[src/rtl/uet_pkg.sv]
// Shared types and constants for the ultrasonic echo timer.
// Used by uet_core and ultrasonic_echo_timer; depends on nothing.
package uet_pkg;

    // item kinds carried on the input tuser
    typedef enum logic [1:0] {
        OP_START = 2'd0,
        OP_EDGE  = 2'd1,
        OP_TICK  = 2'd2
    } opcode_t;

    // result status carried on the output tuser
    typedef enum logic [1:0] {
        ST_GOOD    = 2'd0,
        ST_THREE   = 2'd1,
        ST_TIMEOUT = 2'd2
    } status_t;

    // measurement phase, one-hot
    typedef enum logic [2:0] {
        PH_NONE   = 3'b001,
        PH_FIRST  = 3'b010,
        PH_SECOND = 3'b100
    } phase_t;

    // configuration register indexes
    localparam logic [1:0] REG_MAX_ECHO = 2'd0;
    localparam logic [1:0] REG_WINDOW   = 2'd1;
    localparam logic [1:0] REG_LIMIT    = 2'd2;

    // configuration reset values
    localparam logic [15:0] MAX_ECHO_RESET = 16'd30000;
    localparam logic [15:0] WINDOW_RESET   = 16'd1000;
    localparam logic [7:0]  LIMIT_RESET    = 8'd10;

    localparam logic [7:0] TIMEOUTS_MAX = 8'd255;

    typedef struct packed {
        logic [15:0] echo_max;
        logic [15:0] timeout_window;
        logic [7:0]  timeout_limit;
    } cfg_t;

    typedef struct packed {
        logic        valid;
        logic [31:0] period;
        status_t     status;
    } res_t;

endpackage

[src/rtl/uet_core.sv]
// Measurement state and per-beat update for the ultrasonic echo timer.
// Depends on uet_pkg; result is combinational for the beat being processed.
module uet_core
(
    input  logic              clk,
    input  logic              rst_n,
    input  logic              fire,
    input  logic [1:0]        opcode,
    input  logic [31:0]       capture_time,
    input  uet_pkg::cfg_t     cfg,
    output uet_pkg::res_t     res
);

    logic            armed_reg, armed_next;
    uet_pkg::phase_t phase_reg, phase_next;
    logic [31:0]     first_reg, first_next;
    logic [31:0]     second_reg, second_next;
    logic [31:0]     period1_reg, period1_next;
    logic [15:0]     idle_reg, idle_next;
    logic [7:0]      timeouts_reg, timeouts_next;

    logic [31:0] diff_first;
    logic [31:0] diff_second;
    logic [16:0] elapsed;
    logic [7:0]  timeouts_inc;

    // period arithmetic, modulo 2^32
    assign diff_first  = capture_time - first_reg;
    assign diff_second = capture_time - second_reg;
    assign elapsed     = {1'b0, idle_reg} + 17'd1;

    // next-state and result for one beat
    always_comb
    begin
        armed_next    = armed_reg;
        phase_next    = phase_reg;
        first_next    = first_reg;
        second_next   = second_reg;
        period1_next  = period1_reg;
        idle_next     = idle_reg;
        timeouts_next = timeouts_reg;
        timeouts_inc  = timeouts_reg;
        res           = '0;
        if (fire)
        begin
            case (opcode)
                uet_pkg::OP_START:
                begin
                    armed_next    = 1'b1;
                    phase_next    = uet_pkg::PH_NONE;
                    idle_next     = '0;
                    timeouts_next = '0;
                end
                uet_pkg::OP_EDGE:
                begin
                    if (armed_reg)
                    begin
                        idle_next     = '0;
                        timeouts_next = '0;
                        case (phase_reg)
                            uet_pkg::PH_NONE:
                            begin
                                first_next = capture_time;
                                phase_next = uet_pkg::PH_FIRST;
                            end
                            uet_pkg::PH_FIRST:
                            begin
                                second_next = capture_time;
                                if (diff_first <= {16'd0, cfg.echo_max})
                                begin
                                    res.valid  = 1'b1;
                                    res.period = diff_first;
                                    res.status = uet_pkg::ST_GOOD;
                                    armed_next = 1'b0;
                                    phase_next = uet_pkg::PH_NONE;
                                end
                                else
                                begin
                                    period1_next = diff_first;
                                    phase_next   = uet_pkg::PH_SECOND;
                                end
                            end
                            uet_pkg::PH_SECOND:
                            begin
                                res.valid  = 1'b1;
                                res.period = (period1_reg > diff_second) ? diff_second
                                                                         : period1_reg;
                                res.status = uet_pkg::ST_THREE;
                                armed_next = 1'b0;
                                phase_next = uet_pkg::PH_NONE;
                            end
                            default:
                            begin
                                phase_next = uet_pkg::PH_NONE;
                            end
                        endcase
                    end
                end
                uet_pkg::OP_TICK:
                begin
                    if (armed_reg)
                    begin
                        // window expiry counts one timeout, saturating
                        if (elapsed > {1'b0, cfg.timeout_window})
                        begin
                            idle_next = '0;
                            if (timeouts_reg != uet_pkg::TIMEOUTS_MAX)
                            begin
                                timeouts_inc = timeouts_reg + 8'd1;
                            end
                        end
                        else
                        begin
                            idle_next = elapsed[15:0];
                        end
                        timeouts_next = timeouts_inc;
                        if (timeouts_inc >= cfg.timeout_limit)
                        begin
                            res.valid  = 1'b1;
                            res.period = '0;
                            res.status = uet_pkg::ST_TIMEOUT;
                            armed_next = 1'b0;
                            phase_next = uet_pkg::PH_NONE;
                        end
                    end
                end
                default:
                begin
                    armed_next = armed_reg;
                end
            endcase
        end
    end

    // control state
    always_ff @(posedge clk or negedge rst_n)
    begin
        if (!rst_n)
        begin
            armed_reg    <= 1'b0;
            phase_reg    <= uet_pkg::PH_NONE;
            idle_reg     <= '0;
            timeouts_reg <= '0;
        end
        else
        begin
            armed_reg    <= armed_next;
            phase_reg    <= phase_next;
            idle_reg     <= idle_next;
            timeouts_reg <= timeouts_next;
        end
    end

    // edge times
    always_ff @(posedge clk)
    begin
        first_reg   <= first_next;
        second_reg  <= second_next;
        period1_reg <= period1_next;
    end

    // every result ends the measurement
    a_result_disarms: assert property (@(posedge clk) disable iff (!rst_n)
        res.valid |=> !armed_reg && phase_reg == uet_pkg::PH_NONE)
        else $error("block still armed after a result");

    // a good period never exceeds the maximum echo time
    a_good_in_range: assert property (@(posedge clk) disable iff (!rst_n)
        res.valid && res.status == uet_pkg::ST_GOOD
        |-> res.period <= {16'd0, cfg.echo_max})
        else $error("good period above maximum echo time");

    // failure reports zero period
    a_timeout_zero: assert property (@(posedge clk) disable iff (!rst_n)
        res.valid && res.status == uet_pkg::ST_TIMEOUT |-> res.period == '0)
        else $error("timeout result with nonzero period");

    // no result without being armed
    a_result_needs_arm: assert property (@(posedge clk) disable iff (!rst_n)
        res.valid |-> armed_reg && fire)
        else $error("result while not armed");

endmodule

[src/rtl/ultrasonic_echo_timer.sv]
// Ultrasonic echo timer: takes one beat per cycle, back to back. A beat is held
// in the input register while uet_core updates the measurement state and
// forms any result, which lands in the output register; a result is presented
// on the output from that register. The state update in uet_core sets the rate,
// one beat per clock whenever the output side keeps up.
// Top level; depends on uet_pkg and uet_core.
module ultrasonic_echo_timer
(
    input  logic        clk,
    input  logic        rst_n,
    // input stream
    input  logic        s_axis_tvalid,
    output logic        s_axis_tready,
    input  logic [31:0] s_axis_tdata,   // [31:0] capture_time
    input  logic [1:0]  s_axis_tuser,   // [1:0] opcode
    // result stream
    output logic        m_axis_tvalid,
    input  logic        m_axis_tready,
    output logic [31:0] m_axis_tdata,   // [31:0] echo_period
    output logic [1:0]  m_axis_tuser,   // [1:0] status
    // configuration
    input  logic        cfg_we,
    input  logic [1:0]  cfg_index,
    input  logic [15:0] cfg_wdata
);

    uet_pkg::cfg_t cfg_reg;
    uet_pkg::res_t res;

    logic        in_valid_reg;
    logic [1:0]  in_op_reg;
    logic [31:0] in_time_reg;
    logic        out_valid_reg, out_valid_next;
    logic [31:0] out_period_reg;
    logic [1:0]  out_status_reg;
    logic        advance;
    logic        fire;
    logic        accept;

    // pipeline handshake
    assign advance       = !out_valid_reg || m_axis_tready;
    assign fire          = in_valid_reg && advance;
    assign s_axis_tready = !in_valid_reg || advance;
    assign accept        = s_axis_tvalid && s_axis_tready;

    // configuration registers
    always_ff @(posedge clk or negedge rst_n)
    begin
        if (!rst_n)
        begin
            cfg_reg.echo_max       <= uet_pkg::MAX_ECHO_RESET;
            cfg_reg.timeout_window <= uet_pkg::WINDOW_RESET;
            cfg_reg.timeout_limit  <= uet_pkg::LIMIT_RESET;
        end
        else if (cfg_we)
        begin
            case (cfg_index)
                uet_pkg::REG_MAX_ECHO: cfg_reg.echo_max       <= cfg_wdata;
                uet_pkg::REG_WINDOW:   cfg_reg.timeout_window <= cfg_wdata;
                uet_pkg::REG_LIMIT:    cfg_reg.timeout_limit  <= cfg_wdata[7:0];
                default:               cfg_reg <= cfg_reg;
            endcase
        end
    end

    // input register valid
    always_ff @(posedge clk or negedge rst_n)
    begin
        if (!rst_n)
        begin
            in_valid_reg <= 1'b0;
        end
        else if (accept)
        begin
            in_valid_reg <= 1'b1;
        end
        else if (fire)
        begin
            in_valid_reg <= 1'b0;
        end
    end

    // input register payload
    always_ff @(posedge clk)
    begin
        if (accept)
        begin
            in_op_reg   <= s_axis_tuser;
            in_time_reg <= s_axis_tdata;
        end
    end

    uet_core u_core
    (
        .clk          (clk),
        .rst_n        (rst_n),
        .fire         (fire),
        .opcode       (in_op_reg),
        .capture_time (in_time_reg),
        .cfg          (cfg_reg),
        .res          (res)
    );

    // output register
    assign out_valid_next = advance ? res.valid : out_valid_reg;

    always_ff @(posedge clk or negedge rst_n)
    begin
        if (!rst_n)
        begin
            out_valid_reg <= 1'b0;
        end
        else
        begin
            out_valid_reg <= out_valid_next;
        end
    end

    always_ff @(posedge clk)
    begin
        if (res.valid)
        begin
            out_period_reg <= res.period;
            out_status_reg <= res.status;
        end
    end

    assign m_axis_tvalid = out_valid_reg;
    assign m_axis_tdata  = out_period_reg;
    assign m_axis_tuser  = out_status_reg;

    // a beat held in the input register is not dropped while the output stalls
    a_hold_input: assert property (@(posedge clk) disable iff (!rst_n)
        in_valid_reg && !advance |=> in_valid_reg)
        else $error("input beat lost during stall");

    // a pending result is not overwritten while stalled
    a_hold_result: assert property (@(posedge clk) disable iff (!rst_n)
        out_valid_reg && !m_axis_tready |=> out_valid_reg && $stable(out_period_reg))
        else $error("pending result overwritten");

    // the core only processes a beat when the output can take its result
    a_fire_space: assert property (@(posedge clk) disable iff (!rst_n)
        res.valid |-> advance)
        else $error("result formed with no room");

endmodule

[config.mk]
export PLATFORM = sky130hd
export DESIGN_NAME = ultrasonic_echo_timer
export DESIGN_NICKNAME = d
export VERILOG_FILES = /design/src/rtl/uet_pkg.sv /design/src/rtl/uet_core.sv /design/src/rtl/ultrasonic_echo_timer.sv
export SDC_FILE = /design/constraint.sdc
export NUM_CORES = 1
export LEC_CHECK = 0
export BUFFER_PORTS_ARGS = -buffer_cell sky130_fd_sc_hd__buf_2
export CORE_ASPECT_RATIO = 1.25
export CORE_UTILIZATION = 35
export CTS_CLUSTER_SIZE = 24
export DETAILED_ROUTE_END_ITERATION = 10
export GPL_ROUTABILITY_DRIVEN = 0
export SLEW_MARGIN = 20
export SYNTH_ARGS = -nofsm -noshare
export SYNTH_HDL_FRONTEND = slang
export SYNTH_HIERARCHICAL = 1
export SYNTH_SLANG_ARGS = --single-unit
[constraint.sdc]
create_clock -name clk -period 9.6 [get_ports clk]
set_input_delay 2.88 -clock clk [delete_from_list [all_inputs] [get_ports clk]]
set_output_delay 2.88 -clock clk [all_outputs]
set_load 0.05 [all_outputs]
==> impl_metrics.tcl <==
set metrics [dict create \
    status "complete, no violations" \
    crit_fanout 3 \
    cts_tree "built" \
    syn2layout_area_growth_pct 14.12 \
    seqPwrFrac 0.432 \
    tns_ns 0 \
    pwr-share-comb 0.180 \
    synthAdderAreaFrac 0.1226 \
    vias 10620 \
    viasPerCell 5.160 \
    synth_xor_area_frac 0.04527 \
    relSlewSlack 0.3229 \
    crit_type "input port to output port" \
    timing.final.crit_share 0.6529 \
    cp-start-kind "input port" \
    synth_top_family_by_area "simple AND/OR/NAND/NOR gates" \
    power_uw 2745 \
    ios 93 \
    drive_gt1_frac 0.1514 \
    power_leakage_uw 0.007127 \
    antenna_found_initial 0 \
    ys_seq_elements 234 \
    p_int_uw 1980 \
    synthArstFlopShare 0.2991 \
    cts.clk_slew.worst_paths_ns 0.07 \
    post_cts_resized 0 \
    fp.dieW_um 184.1 \
    avgRoutedWirePerCell_um 17.16 \
    cts_buffers 29 \
    hpwlAfterDp_mm 26.36 \
    initialDrtViolationCount 649 \
    ir_drop_mv 0.1238 \
    rsz0062_at_grt "no" \
    p_clk_frac 0.388 \
    grt_pass1_vias 10510 \
    hp-class "flop to flop" \
    yosysWarnings 6 \
    initial_core_util 0.3538 \
    die_y_um 229.7 \
    synth_nets 1583 \
    arrival_ns 3.39 \
    cts_buffer_depth 3 \
    grt_max_degree 71 \
    drc_errors 0 \
    core-area_sq_um 41020 \
    fin_skew_ns 0.01239 \
    finalWirelength_mm 35.31 \
    grt_pass1_wl_mm 56.36 \
    hold_violations 0 \
    nets 1682 \
    syn_avg_cell_area_sq_um 10.48 \
    dp.cells 2004 \
    fillCellCount 3980 \
    htree_levels 1 \
    syn_area_sq_um 14510 \
    stdcell_count 2058 \
    required_ns 6.72 \
    yosysUniqueCellTypes 77 \
    cp-end-kind "output port" \
    cts_setup_buffers 0 \
    p_switching_uw 765.2 \
    largest_reg_flops 40 \
    yosys.area_share.simple 0.1377 \
    finalSetupViolations 0 \
    period_minus_slack_ns 6.268 \
    drtAntennaViolNets 0 \
    worstMarginPinSlew_ns 1.014 \
    grt_use_total 0.1686 \
    synth_compound_area_frac 0.1363 \
    synth-edff-count 164 \
    synthMuxAreaShare 0.04518 \
    postSynthCellCount 1385 \
    die_area_sq_um 42290 \
    hold_buffers 0 \
    cts_sinks 234 \
    timing.fmax_mhz 159.6 \
    maxCapViolations 0 \
    powerDensity_nw_per_um2 165.8 \
    diodes 0 \
    finalMaxSlewViolations 0 \
    synth-main-ff-cell "edfxtp_1" \
    rows 83 \
    ys_seq_area_frac 0.4615 \
    overflow 0 \
    first_pass_iters 5 \
    root_buffer "clkbuf_16" \
    switching_share 0.2787 \
    clk_latency_ns 0.58 \
    port_buffers 92 \
]
-- per-layer routing --
| layer | GRT usage | wire length, um | part of all wire |
|---|---|---|---|
| met5 | 0 | 0 | 0 |
| met3 | 0.01869 | 1286 | 0.036 |
| met4 | 0.06354 | 1185 | 0.034 |
| met2 | 0.2908 | 17190 | 0.49 |
| met1 | 0.2152 | 15650 | 0.44 |
-- critical path, stage by stage --
cell and delay (ns):
buf_2 0.10, nand3b_1 0.18, buf_2 0.23
-- power by group through the flow --
stage	Combinational [uW]	Clock (uW)	Sequential [uW]
2_1_floorplan	355	0	1200
5_1_grt	554	1130	1190
6_report	495	1060	1190
3_5_place_dp	492	0	1210
3_3_place_gp	482	0	1200
4_1_cts	497	1090	1190
-- final timing paths --
path / from / end / slack, ns / cells after the start
setup / recovery: m_axis_tready / s_axis_tready / 3.33 / 3
hold / removal: in_time_reg[0]$_DFFE_PP_ / u_core/second_reg[0]$_DFFE_PP_ / 0.49 / 0
setup reg to reg: u_core/idle_reg[0]$_DFFE_PN0P_ / m_axis_tdata[12]$_DFFE_PP_ / 3.54 / 25
hold reg to reg: in_time_reg[0]$_DFFE_PP_ / u_core/second_reg[0]$_DFFE_PP_ / 0.49 / 0
max in group asynchronous: rst_n / cfg_reg[39]$_DFFE_PN0P_ / 6.51 / 2
min in group asynchronous: rst_n / u_core/idle_reg[3]$_DFFE_PN0P_ / 2.52 / 2
-- through the flow --
step	hold slack (ns)	setup slack, ns	cell area [sq um]	utilization
finish	0.4935	3.332	16560	0.4037
global route	0.5173	3.070	16560	0.4037
CTS	0.4979	3.328	16530	0.4030
detailed placement	0.4832	3.332	15600	0.3803
global placement	0.4564	3.340	15600	0.3803
floorplan	0.4450	2.738	14510	-
-- kinds of logic after synthesis --
kind of cell / after synthesis
and+or+nand+nor: 390
AOI/OAI and AO/OA: 295
DFF: 234
buffers and inverters: 190
adders and majority gates: 141
xor gates and xnor gates: 75
muxes: 60
-- cell usage in the layout (no fill, tap or decap), types with 37 or more instances in the layout --
cell type	n
a21o_1	41
a21oi_1	71
buf_2	92
dfrtp_1	54
edfxtp_1	164
ha_1	138
inv_1	156
mux2_2	44
nand2_1	110
nand3_1	37
nand4_1	37
nor2_1	67
o21ai_0	52
xnor2_1	44
-- area by class of cell --
type,instances,area (sq um),share of cell area
tap,552,690.7,0.04170
clock inverter,12,100.1,0.006044
clock buffer,41,830.8,0.05017
timing repair buffer,102,555.5,0.03354
sequential,234,6696,0.4044
inverter,156,585.6,0.03536
multi-input combinational,961,7102,0.4288
-- synthesized netlist by cell type (11+ instances only) --
cell        n  area [sq um]
mux2_2     44         495.5
edfxtp_1  164          4925
nand3_1    37         185.2
inv_1     156         585.6
nand2b_1   29         181.4
o31ai_1    23         172.7
nand2_1   110         412.9
mux2i_1    16         160.2
nand4_1    37         231.5
nor2_1     67         251.5
dfrtp_1    54          1351
nor4_1     11         68.82
o21a_1     12         90.09
ha_1      139          1739
xnor2_1    44         385.4
nor3_1     21         105.1
dfstp_2    16         420.4
a21o_1     41         307.8
a21oi_1    71         355.3
o21ai_0    54         270.3
and3_1     11         68.82
clkbuf_1   20         75.07
a211oi_1   11         82.58
and2_1     20         125.1
xor2_1     31         271.5
Note: power is estimated with default switching activity, not from simulation.
